File: src/sv/rcp_pkg.sv
// Shared types and constants of the rectangle canvas painter.
// Holds the item and result structs, the microcode word and its control ROM.
// Depends on nothing; rcp_seq, rcp_dpath and the top level import it.
`default_nettype none

package rcp_pkg;

	localparam int FX_FRAC = 8;

	localparam logic [1:0] OP_CLEAR = 2'd0;
	localparam logic [1:0] OP_RECT  = 2'd1;
	localparam logic [1:0] OP_READ  = 2'd2;

	localparam logic [1:0] ST_OK    = 2'd0;
	localparam logic [1:0] ST_SHAPE = 2'd1;
	localparam logic [1:0] ST_SIZE  = 2'd2;
	localparam logic [1:0] ST_RANGE = 2'd3;

	localparam logic [1:0] CFG_WIDTH  = 2'd0;
	localparam logic [1:0] CFG_HEIGHT = 2'd1;
	localparam logic [1:0] CFG_BG     = 2'd2;

	localparam logic [7:0] SHAPE_FILLED  = 8'h52;
	localparam logic [7:0] SHAPE_OUTLINE = 8'h72;

	typedef struct packed {
		logic [1:0]         op;
		logic [7:0]         shape;
		logic signed [19:0] left;
		logic signed [19:0] top;
		logic signed [19:0] rect_width;
		logic signed [19:0] rect_height;
		logic [7:0]         paint_char;
		logic [9:0]         read_col;
		logic [9:0]         read_row;
	} item_t;

	typedef struct packed {
		logic [1:0] status;
		logic [7:0] cell_value;
	} result_t;

	typedef enum logic [3:0] {
		A_NONE,
		A_ACCEPT,
		A_OK,
		A_CLEAR,
		A_CHECK,
		A_SETUP,
		A_PAINT,
		A_READ,
		A_CELL,
		A_PRESENT
	} act_t;

	typedef enum logic [3:0] {
		C_ALWAYS,
		C_NEVER,
		C_NO_INPUT,
		C_OP_CLEAR,
		C_OP_RECT,
		C_OP_READ,
		C_CLR_MORE,
		C_CHECK_ERR,
		C_EMPTY,
		C_PAINT_MORE,
		C_RANGE_ERR,
		C_OUT_STALL
	} cond_t;

	typedef struct packed {
		act_t       act;
		cond_t      cond;
		logic [3:0] target;
	} ucode_t;

	typedef struct packed {
		logic no_input;
		logic op_clear;
		logic op_rect;
		logic op_read;
		logic clr_more;
		logic check_err;
		logic empty;
		logic paint_more;
		logic range_err;
		logic out_stall;
	} flags_t;

	// Entry points of the microprogram.
	localparam logic [3:0] U_IDLE  = 4'd0;
	localparam logic [3:0] U_CLEAR = 4'd5;
	localparam logic [3:0] U_RECT  = 4'd7;
	localparam logic [3:0] U_PAINT = 4'd10;
	localparam logic [3:0] U_READ  = 4'd12;
	localparam logic [3:0] U_OUT   = 4'd14;

	// A step jumps to target when its condition holds, else goes to the next step.
	function automatic ucode_t ucode_rom(input logic [3:0] pc);
		ucode_t w;
		case (pc)
			4'd0:  w = '{A_ACCEPT,  C_NO_INPUT,   U_IDLE};
			4'd1:  w = '{A_NONE,    C_OP_CLEAR,   U_CLEAR};
			4'd2:  w = '{A_NONE,    C_OP_RECT,    U_RECT};
			4'd3:  w = '{A_NONE,    C_OP_READ,    U_READ};
			4'd4:  w = '{A_OK,      C_ALWAYS,     U_OUT};
			4'd5:  w = '{A_CLEAR,   C_CLR_MORE,   U_CLEAR};
			4'd6:  w = '{A_OK,      C_ALWAYS,     U_OUT};
			4'd7:  w = '{A_CHECK,   C_CHECK_ERR,  U_OUT};
			4'd8:  w = '{A_SETUP,   C_NEVER,      U_IDLE};
			4'd9:  w = '{A_NONE,    C_EMPTY,      U_OUT};
			4'd10: w = '{A_PAINT,   C_PAINT_MORE, U_PAINT};
			4'd11: w = '{A_NONE,    C_ALWAYS,     U_OUT};
			4'd12: w = '{A_READ,    C_RANGE_ERR,  U_OUT};
			4'd13: w = '{A_CELL,    C_ALWAYS,     U_OUT};
			4'd14: w = '{A_PRESENT, C_OUT_STALL,  U_OUT};
			4'd15: w = '{A_NONE,    C_ALWAYS,     U_IDLE};
			default: w = '{A_NONE,  C_ALWAYS,     U_IDLE};
		endcase
		return w;
	endfunction

	// Fixed point to integer, truncating toward zero.
	function automatic logic signed [12:0] fx_trunc(input logic signed [20:0] v);
		logic signed [12:0] fl;
		fl = v[20:FX_FRAC];
		if (v[20] && (v[FX_FRAC-1:0] != '0)) begin
			fl = fl + 13'sd1;
		end
		return fl;
	endfunction

endpackage

`default_nettype wire

File: src/sv/rcp_seq.sv
// Microcode sequencer: step counter, control ROM and conditional jump select.
// Depends on rcp_pkg for the control word, conditions and the ROM.
`default_nettype none

module rcp_seq
	import rcp_pkg::*;
(
	input  wire logic   clk,
	input  wire logic   arst_n,
	input  wire flags_t flags,
	output ucode_t      ctrl
);

	logic [3:0] pc_q;
	logic       taken;

	assign ctrl = ucode_rom(pc_q);

	always_comb begin
		case (ctrl.cond)
			C_ALWAYS:     taken = 1'b1;
			C_NEVER:      taken = 1'b0;
			C_NO_INPUT:   taken = flags.no_input;
			C_OP_CLEAR:   taken = flags.op_clear;
			C_OP_RECT:    taken = flags.op_rect;
			C_OP_READ:    taken = flags.op_read;
			C_CLR_MORE:   taken = flags.clr_more;
			C_CHECK_ERR:  taken = flags.check_err;
			C_EMPTY:      taken = flags.empty;
			C_PAINT_MORE: taken = flags.paint_more;
			C_RANGE_ERR:  taken = flags.range_err;
			C_OUT_STALL:  taken = flags.out_stall;
			default:      taken = 1'b0;
		endcase
	end

	always_ff @(posedge clk or negedge arst_n) begin
		if (!arst_n) begin
			pc_q <= U_IDLE;
		end else begin
			pc_q <= taken ? ctrl.target : pc_q + 4'd1;
		end
	end

endmodule

`default_nettype wire

File: config.mk
export PLATFORM = sky130hd
export DESIGN_NAME = rcp_seq
export DESIGN_NICKNAME = d
export VERILOG_FILES = /design/src/sv/rcp_pkg.sv /design/src/sv/rcp_seq.sv
export SDC_FILE = /design/constraint.sdc
export NUM_CORES = 1
export LEC_CHECK = 0
export BUFFER_PORTS_ARGS = -buffer_cell sky130_fd_sc_hd__buf_2
export CAP_MARGIN = 25
export CORE_MARGIN = 1
export CORE_UTILIZATION = 30
export CTS_CLUSTER_DIAMETER = 200
export DETAILED_ROUTE_END_ITERATION = 16
export SYNTH_ARGS = -nofsm -noshare
export SYNTH_HDL_FRONTEND = slang
export SYNTH_SLANG_ARGS = --single-unit
File: constraint.sdc
create_clock -name clk -period 3.6 [get_ports clk]
set_clock_uncertainty 0.05 [all_clocks]
set_input_delay 0.72 -clock clk [delete_from_list [all_inputs] [get_ports clk]]
set_output_delay 0.72 -clock clk [all_outputs]
set_load 0.005 [all_outputs]
# Word-level counts from Yosys, hierarchy flattened
# Memories as Yosys holds them, arrays and structs flattened.
# Index checks and enable logic that the tools add are counted.
[word_totals] latch_bits=0 ff_bits=4 romBits=192 mem_bits_rw=0 mem_count=1
[op_classes] n_mul=0 muxes=2 order_cmp=0 bitwise_logic=0 reduce_logical=1 addsub=1 n_div=0 shift=0 eq_ne=10
[memory_table] memory="(name not given)" depth=16 width=12 read_ports=1 rd_ports_with_merged_regs=0 write_ports=0 line="rcp_pkg.sv:101" source="case (pc)"
[ops] op="$eq A4 B3 Y1 const B" count=4
[ops] op="$eq A4 B4 Y1 const B" count=4
[ops] op="$pmux W1 S11" count=1
[ops] op="$eq A4 B2 Y1 const B" count=2
[ops] op="$add A4 B1 Y4 const B" count=1
[ops] op="$logic_not A4 Y1" count=1
[ops] op="$mux W4" count=1

# Longest topological paths before layout
# Gate-level depths: netlist of the first run.
# An unclocked memory read counts as a cell.
[logic_depth] word_depth=4 ltp_mapped=8 depth_no_buf=8

# Least setup slack after synthesis of the first run
# Ideal clock, no wire load.
[synth_path] path_type="reg-to-reg" startpoint="reg pc_q[0]" endpoint="reg pc_q[0]" path_stages_with_launch=9 n_path_buf=0 arrival_ns=2.190 required_time_ns=3.425 slack_ns=1.235 synth_period_minus_slack_ns=2.365 cell_sequence="dfrtp_1 -> inv_1 -> ha_1 -> and2_1 -> o21ai_2 -> o21ai_1 -> o22a_1 -> o311ai_4 -> mux2_4"
[synth_lines] item="from (decl)" line="rcp_seq.sv:14" source="logic [3:0] pc_q;"
[synth_lines] item="from (signal assigned)" line="rcp_seq.sv:41" source="pc_q <= taken ? ctrl.target : pc_q + 4'd1;"

==> metrics.txt, run 1 <==
R2R depth=8; dominant cell type by area after synthesis=dfrtp_1; layout cell share with drive strength beyond 1=35.5%; Final Core Density=between 30% and 40%; crit path time final=roughly 2.7 ns; power share of the clock group=5.0%; final hold vios=0; Sink Count=4; RSZ-0062 raised after global routing=false; headroom to the max-slew limit=between 50% and 60%; Post-Synthesis Cells=slightly below 90; Vias=about 700; slowest stage cell, crit path=dfrtp_1; type of origin of the critical path=flip-flop; sequential share of the synthesized area=between 10 and 15%; Pwr Density=between 1000 and 1500 nW/µm²; via density per instance=approximately 5; DRT Pass-1 Iters=4; Max Fclk=374 MHz; Synth cell types=37; Worst-Margin Slew=about 0.66 ns; Lkg Pwr=around 0.42 nW; syn_nets=around 110; min-delay worst type=in -> async; DIE AREA=approximately 2600 µm²; Die X=slightly above 50 µm; Worst Setup End Kind=output port; die height=50.9 µm; CP top delay family=flip-flops; Resized cells post-CTS=0; area grow syn2layout=21.1%; Comb pwr share=around 80%; Critical Path AT=between 1.5 and 2 ns; H-tree levels=1; CTS tree=built; initial antenna violation count=0; most common cell after layout, fill and taps aside=buf_2; peak supply drop=~0.58 mV; MaxCap Viol Count=0; area of the mapped netlist=slightly above 700 µm²; Post-synth EDFFs=0; vias in the first global route=between 700 and 800; Post-route DRC=0; worst r2r src=pc_q[0]; commonest register cell after synthesis=dfrtp_1; maximum fanout along the worst path=11; hold buffers post-CTS=0; Initial Util=32.2%; Biggest register=pc_q; R2R setup slack=approximately 1.0 ns; TritonCTS Buffers=3; GP Congestion=0.855; period utilization=around 74%; Fillers=between 200 and 250; grt ovf=0; DRT iter0 DRCs=13; worst-path cell chain=inv_1 -> ha_1 -> nand2_1 -> a21boi_1 -> buf_2; hpwl dp=about 1.4 mm; Largest register FFs=4; status=finished, final reports clean; crit path launch=pc_q[0]; final antenna-violating net count=0; post-synthesis register bit count=4; CTS root buf=clkbuf_4; io pins=24; Total GRT Usage=between 10% and 20%; switching power=around 0.00051 W; core area=around 2200 µm²; setup TNS=0 ns; Largest regs=pc_q (4); Clk pin slew, worst setup/hold paths=0.04 ns; Post-synth ARST share=100%; Int Pwr=approximately 0.00057 W; CP bufs+invs=2; syn_area_per_cell=8.16 µm²; pins over their slew limit=0; FP Rows=17; sequential share of power=14.6%; Worst-Skew Late Latency=between 0.2 and 0.25 ns; DR WL/cell=11.9 µm; CP max stage delay=approximately 0.54 ns; PnR worst setup slack=a little over 0.9 ns; Port Buf Inserts=23; clk buf depth=2; DP Worst Slack=1.05 ns; top-area cell type share of the netlist area=~14%; cells taking the most area after synthesis=dfrtp_1, ha_1, mux2_4; largest net degree at the start of global routing=22; CP Class=reg -> out; Switching Fraction=between 40% and 50%; final net count=132; CP Data Required Time=2.83 ns; first-pass GRT wire length=3.02 mm; Ys Warns=0; wirelength, routed=about 1.6 mm; most frequent cells in the layout=buf_2, nand2_1, ha_1; Antenna Cells=0; hold_ws=0.237 ns; post-CTS setup buffers=0; Final Setup Violations=0; r2r endpoint=pc_q[3]
==> area by class of cell <==
type	instances	area [µm²]	area share, %
clock buffer	3	22.5	2.59
tap	28	35.0	4.03
sequential	4	100	11.5
inverter	5	18.8	2.16
multi-input combinational	74	571	65.6
timing repair buffer	24	123	14.1
==> synthesized netlist by cell type (2+ instances only) <==
library cell,count
a21oi_1,7
and2_1,2
buf_1,2
buf_2,2
dfrtp_1,4
ha_1,8
inv_1,4
mux2_4,4
mux2i_1,2
nand2_1,9
nand3_1,5
nand4_1,2
nor2_1,4
nor2b_1,2
o211ai_1,5
o21a_1,2
o21ai_0,4
==> layer usage <==
layer	global-route usage, %	up-vias	wire (µm)
met5	0	-	0
met4	9.26	0	19
met3	0.893	2	29
met2	25.9	9	851
met1	18.7	311	743
li1	-	368	-
==> cell families (layout without fill, tap and decap cells) <==
| family | count (synthesis) | in the layout | share of synthesized area, % |
|---|---|---|---|
| flip-flops | 4 | 4 | 13.9 |
| XOR/XNOR | 1 | 1 | 1.22 |
| AO/OA/AOI/OAI | 29 | 29 | 30.5 |
| buffers and inverters | 10 | 32 | 6.62 |
| AND/OR/NAND/NOR | 29 | 29 | 20.7 |
| multiplexers | 7 | 7 | 13.1 |
| adder cells (fa/ha/maj) | 8 | 8 | 13.9 |
==> how the worst max path moves through the flow <==
stage | slack (ns) | cells past startpoint | end
3_5_place_dp | 1.05 | 8 | pc_q[3]
2_1_floorplan | 1.23 | 8 | pc_q[0]
3_3_place_gp | 1.11 | 6 | pc_q[2]
4_1_cts | 0.93 | 5 | ctrl[7]
6_report | 0.93 | 5 | ctrl[7]
5_1_grt | 0.76 | 6 | ctrl[5]
==> power groups by stage <==
stage	sequential (W)	clock (W)	combinational [W]
global placement	0.000157	0	0.000872
floorplan	0.000103	0	0.000722
global route	0.000169	0.0000592	0.000965
detailed placement	0.000158	0	0.000869
finish	0.000157	0.0000542	0.000863
CTS	0.000157	0.0000566	0.000872
==> stage by stage <==
stage / area [µm²] / instances / power (W)
3_3_place_gp: 847 / 135 / 0.00103
3_5_place_dp: 847 / 135 / 0.00103
5_1_grt: 870 / 138 / 0.00119
2_1_floorplan: 718 / 88 / 0.000825
4_1_cts: 870 / 138 / 0.00109
6_report: 870 / 138 / 0.00107
Power figures use the tool's default switching activity.
==> inputs of run 2 (changes only) <==
==> constraint.sdc (replaced) <==
create_clock -name clk -period 2.6 [get_ports clk]
set_clock_uncertainty 0.05 [all_clocks]
set_input_delay 0.52 -clock clk [delete_from_list [all_inputs] [get_ports clk]]
set_output_delay 0.52 -clock clk [all_outputs]
set_load 0.005 [all_outputs]
==> run 2 against run 1 <==
  * Register-to-register slack lost 0.82 ns
  * Worst hold slack worse by 0.20 ns
  * Largest power group unchanged
  * Sequential cell count is the same
  * Power increased by 44%
  * Final area grew 2.6%
  * Largest cell class unchanged
  * Core utilization is 1.0 points higher
==> metrics.txt, run 2 (same netlist as run 1, synthesis figures left out) <==
Pwr Density=1740 nW/µm² (was 1240 nW/µm²); Worst-Skew Late Latency=0.23 ns (about the same); crit path time final=2.39 ns; Clk pin slew, worst setup/hold paths=0.04 ns (about the same); die height=50.9 µm (unchanged); Fillers=240 (was 229); core area=2230 µm² (unchanged); Resized cells post-CTS=0 (unchanged); final net count=135 (was 132); wirelength, routed=1.83 mm (was 1.64 mm); CTS root buf=clkbuf_4 (unchanged); status=finished, final reports clean (unchanged); largest net degree at the start of global routing=16 (was 22); setup TNS=0 ns (unchanged); DRT Pass-1 Iters=4 (unchanged); Worst Setup End Kind=flip-flop (was output port); FP Rows=17 (unchanged); maximum fanout along the worst path=10 (was 11); R2R setup slack=0.21 ns (was 1.03 ns); initial antenna violation count=0 (unchanged); hold buffers post-CTS=0 (unchanged); Initial Util=32.2% (unchanged); Port Buf Inserts=23 (unchanged); Worst-Margin Slew=0.389 ns (was 0.662 ns); layout cell share with drive strength beyond 1=37.2% (was 35.5%); Lkg Pwr=0.437 nW (was 0.423 nW); CP max stage delay=0.37 ns (was 0.54 ns); GP Congestion=0.869 (was 0.855); RSZ-0062 raised after global routing=false (unchanged); io pins=24 (unchanged); worst-path cell chain=buf_4 -> ha_1 -> mux2i_2 -> mux2i_1 -> nand3_1 -> o211ai_1 -> o311ai_4 -> mux2_4 (was inv_1 -> ha_1 -> nand2_1 -> a21boi_1 -> buf_2); post-CTS setup buffers=0 (unchanged); CP Data Required Time=2.66 ns (was 2.83 ns); Sink Count=4 (unchanged); vias in the first global route=722 (was 707); R2R depth=8 (unchanged); final hold vios=0 (unchanged); first-pass GRT wire length=3.15 mm (was 3.02 mm); pins over their slew limit=0 (unchanged); final antenna-violating net count=0 (unchanged); Max Fclk=around 420 MHz; worst r2r src=pc_q[0] (unchanged); DRT iter0 DRCs=24 (was 13); Critical Path AT=2.44 ns (was 1.90 ns); Biggest register=pc_q (unchanged); hpwl dp=1.49 mm (was 1.36 mm); slowest stage cell, crit path=dfrtp_1 (unchanged); H-tree levels=1 (unchanged); area grow syn2layout=24.2% (was 21.1%); MaxCap Viol Count=0 (unchanged); type of origin of the critical path=flip-flop (unchanged); Largest regs=pc_q (4) (unchanged); DIE AREA=2590 µm² (unchanged); most common cell after layout, fill and taps aside=buf_2 (unchanged); r2r endpoint=pc_q[3] (unchanged); hold_ws=0.0344 ns (was 0.237 ns); TritonCTS Buffers=3 (unchanged); DR WL/cell=13.0 µm (was 11.9 µm); Antenna Cells=0 (unchanged); peak supply drop=0.608 mV (was 0.575 mV); Die X=50.9 µm (unchanged); CTS tree=built (unchanged); clk buf depth=2 (unchanged); min-delay worst type=in -> async (unchanged); period utilization=about nine tenths; Post-route DRC=0 (unchanged); CP Class=reg -> reg (was reg -> out); Total GRT Usage=15.6% (was 15.3%); via density per instance=5.10 (was 5.00); most frequent cells in the layout=buf_2, nand2_1, ha_1 (unchanged); grt ovf=0 (unchanged); Final Setup Violations=0 (unchanged); Largest register FFs=4 (unchanged); headroom to the max-slew limit=74.0% (was 55.9%); Vias=719 (was 690)
-- run 2: worst max path at each step --
stage / startpoint / to
global route: pc_q[1] / pc_q[1]
finish: pc_q[0] / pc_q[3]
floorplan: pc_q[0] / pc_q[0]
global placement: pc_q[0] / pc_q[0]
CTS: pc_q[0] / pc_q[3]
detailed placement: pc_q[0] / pc_q[3]
-- run 2: stage by stage --
stage	power (W)	utilization, %	instances	area, µm²	setup WS, ns
finish	0.00155	39.9	141	892	0.215
global route	0.00170	39.9	141	892	0.0602
CTS	0.00155	39.9	141	892	0.194
detailed placement	0.00147	38.9	138	870	0.199
global placement	0.00146	38.9	138	870	0.238
floorplan	0.00114	-	88	718	0.235
-- run 2: per-layer routing --
layer  GRT usage, %  part of all wire [%]
met5              0                     0
met4           5.56                  0.55
met3          0.893                   1.3
met2           27.9                    51
met1           19.5                    48
-- run 2: layout make-up --
class	count	area (µm²)	area share, %
Sequential cell	4	100	11.2
Clock buffer	3	22.5	2.52
Multi-Input combinational cell	74	571	64.0
Tap cell	28	35.0	3.93
Inverter	5	18.8	2.10
Timing Repair Buffer	27	145	16.3
-- run 2: worst max-delay path, delay by kind of cell (launching register included) --
| family | cells | cell delay, ns |
|---|---|---|
| DFF | 1 | 0.37 |
| muxes | 3 | 0.86 |
| AOI/OAI and AO/OA | 2 | 0.47 |
| buffers and inverters | 1 | 0.18 |
| adders and majority gates | 1 | 0.24 |
| and+or+nand+nor | 1 | 0.09 |
-- run 2: report_power, final --
part	internal (W)	leakage (nW)	switching (W)
clock	0.0000515	0.0138	0.0000231
combinational	0.000667	0.378	0.000655
sequential	0.000102	0.0457	0.0000524
==> inputs of run 3 (changes only) <==
--- a/config.mk
+++ b/config.mk
@@ -8,9 +8,11 @@
 export BUFFER_PORTS_ARGS = -buffer_cell sky130_fd_sc_hd__buf_2
 export CAP_MARGIN = 25
 export CORE_MARGIN = 1
-export CORE_UTILIZATION = 30
+export CORE_UTILIZATION = 49
 export CTS_CLUSTER_DIAMETER = 200
 export DETAILED_ROUTE_END_ITERATION = 16
+export PLACE_DENSITY = 0.78
+export SLEW_MARGIN = 20
 export SYNTH_ARGS = -nofsm -noshare
 export SYNTH_HDL_FRONTEND = slang
 export SYNTH_SLANG_ARGS = --single-unit
==> run 3 against run 2 <==
  * Non-clock buffer count is 1 lower
  * Largest power group unchanged
  * Critical endpoint is now ctrl[7]
  * First-iteration DRC count is 33% lower
  * Largest cell class unchanged
  * Global-route usage is 8.0 points higher
  * Fmax is 0.63% higher
  * Combinational power is 5% lower
  * Sequential cell count stayed put
==> metrics.txt, run 3 (same netlist as run 1, synthesis figures left out) <==
status=finished, final reports clean (unchanged); Resized cells post-CTS=0 (unchanged); peak supply drop=0.888 mV (was 0.608 mV); CP max stage delay=0.47 ns (was 0.37 ns); setup TNS=0 ns (unchanged); period utilization=91.2% (was 91.7%); clk buf depth=2 (unchanged); worst-path cell chain=inv_1 -> ha_1 -> nand2_1 -> a21boi_1 -> buf_2 (was buf_4 -> ha_1 -> mux2i_2 -> mux2i_1 -> nand3_1 -> o211ai_1 -> o311ai_4 -> mux2_4); most common cell after layout, fill and taps aside=buf_2 (unchanged); FP Rows=13 (was 17); hold buffers post-CTS=0 (unchanged); initial antenna violation count=0 (unchanged); Initial Util=53.8% (was 32.2%); Die X=40.3 µm (was 50.9 µm); Largest regs=pc_q (4) (unchanged); H-tree levels=1 (unchanged); PnR worst setup slack=0.230 ns (was 0.215 ns); Worst Setup End Kind=output port (was flip-flop); CP bufs+invs=2 (was 1); crit path time final=2.37 ns (was 2.39 ns); DP Worst Slack=0.246 ns (was 0.199 ns); DIE AREA=1620 µm² (was 2590 µm²); Largest register FFs=4 (unchanged); CP Class=reg -> out (was reg -> reg); Vias=704 (was 719); CTS root buf=clkbuf_4 (unchanged); final net count=134 (was 135); met2 GRT Util=37.5% (was 27.9%); maximum fanout along the worst path=7 (was 10); hpwl dp=1.32 mm (was 1.49 mm); final antenna-violating net count=0 (unchanged); Total GRT Usage=23.6% (was 15.6%); layout cell share with drive strength beyond 1=36.6% (was 37.2%); most frequent cells in the layout=buf_2, nand2_1, ha_1 (unchanged); Pwr Density=1760 nW/µm² (was 1740 nW/µm²); Sink Count=4 (unchanged); TritonCTS Buffers=3 (unchanged); CP top delay family=flip-flops (was multiplexers); vias in the first global route=600 (was 722); grt met3 use=2.22% (was 0.893%); Critical Path AT=1.80 ns (was 2.44 ns); Worst-Skew Late Latency=0.24 ns (was 0.23 ns); Biggest register=pc_q (unchanged); post-CTS setup buffers=0 (unchanged); Finished Layout Cells=127 (was 141); CTS tree=built (unchanged); headroom to the max-slew limit=67.5% (was 74.0%); pins over their slew limit=0 (unchanged); final hold vios=0 (unchanged); Pwr Total=0.00153 W (was 0.00155 W); Post-route DRC=0 (unchanged); Worst-Margin Slew=0.487 ns (was 0.389 ns); busiest grt layer=met2 (unchanged); Final Setup Violations=0 (unchanged); Antenna Cells=0 (unchanged); DR WL/cell=13.3 µm (was 13.0 µm); die height=40.3 µm (was 50.9 µm); first-pass GRT wire length=2.60 mm (was 3.15 mm); R2R setup slack=0.24 ns (was 0.21 ns); io pins=24 (unchanged); RSZ-0062 raised after global routing=false (unchanged); core area=1330 µm² (was 2230 µm²); slowest stage cell, crit path=dfrtp_1 (unchanged); largest net degree at the start of global routing=16 (unchanged); MaxCap Viol Count=0 (unchanged); met1 Use GR=31.8% (was 19.5%); area grow syn2layout=20.9% (was 24.2%); type of origin of the critical path=flip-flop (unchanged); Lkg Pwr=0.433 nW (was 0.437 nW); grt ovf=0 (unchanged); DRT iter0 DRCs=16 (was 24); CP Data Required Time=2.03 ns (was 2.66 ns); dpl cells=124 (was 138); min-delay worst type=in -> async (unchanged); Port Buf Inserts=23 (unchanged); hold_ws=0.0239 ns (was 0.0344 ns); via density per instance=5.54 (was 5.10); GP Congestion=0.838 (was 0.869); wirelength, routed=1.69 mm (was 1.83 mm); DRT Pass-1 Iters=4 (unchanged); Clk pin slew, worst setup/hold paths=0.04 ns (about the same); Max Fclk=422 MHz (was 419 MHz)
[run 3: changes by cell type in the layout (fill, tap and decap cells not counted)]
cell	change
buf_4	-1
[run 3: final timing paths]
kind                            startpoint       to  cells past startpoint
worst max-delay path               pc_q[1]  ctrl[7]                      5
worst min-delay path                arst_n  pc_q[0]                      1
worst max register to register     pc_q[0]  pc_q[3]                      8
worst min register to register     pc_q[0]  pc_q[0]                      2
max in group asynchronous           arst_n  pc_q[1]                      1
min in group clk                   pc_q[0]  pc_q[0]                      2
[run 3: final cells by class]
class                   instances  area [µm²]
inverters                       5        18.8
flip-flops and latches          4         100
repair buffers                 26         138
multi-input cells              74         571
clock buffers                   3        22.5
fillers                       126         465
well taps                      15        18.8
[run 3: layer usage]
metal	up-vias	share of wire, %
li1	368	-
met1	327	49
met2	9	50
met3	0	1.5
met4	0	0
met5	-	0
[run 3: where the power goes]
group	switching (W)	internal [W]	total (W)	leakage (nW)
Clock	0.0000273	0.0000518	0.0000791	0.0138
Combinational	0.000607	0.000656	0.00126	0.373
Sequential	0.0000869	0.000101	0.000188	0.0457
Total	0.000721	0.000808	0.00153	0.433
[run 3: metrics by stage]
step | utilization (%) | instance area, µm²
after global routing | 65.1 | 868
final | 65.1 | 868
after floorplan | - | 718
after CTS | 65.1 | 868
after global placement | 63.4 | 846
after detailed placement | 63.4 | 846
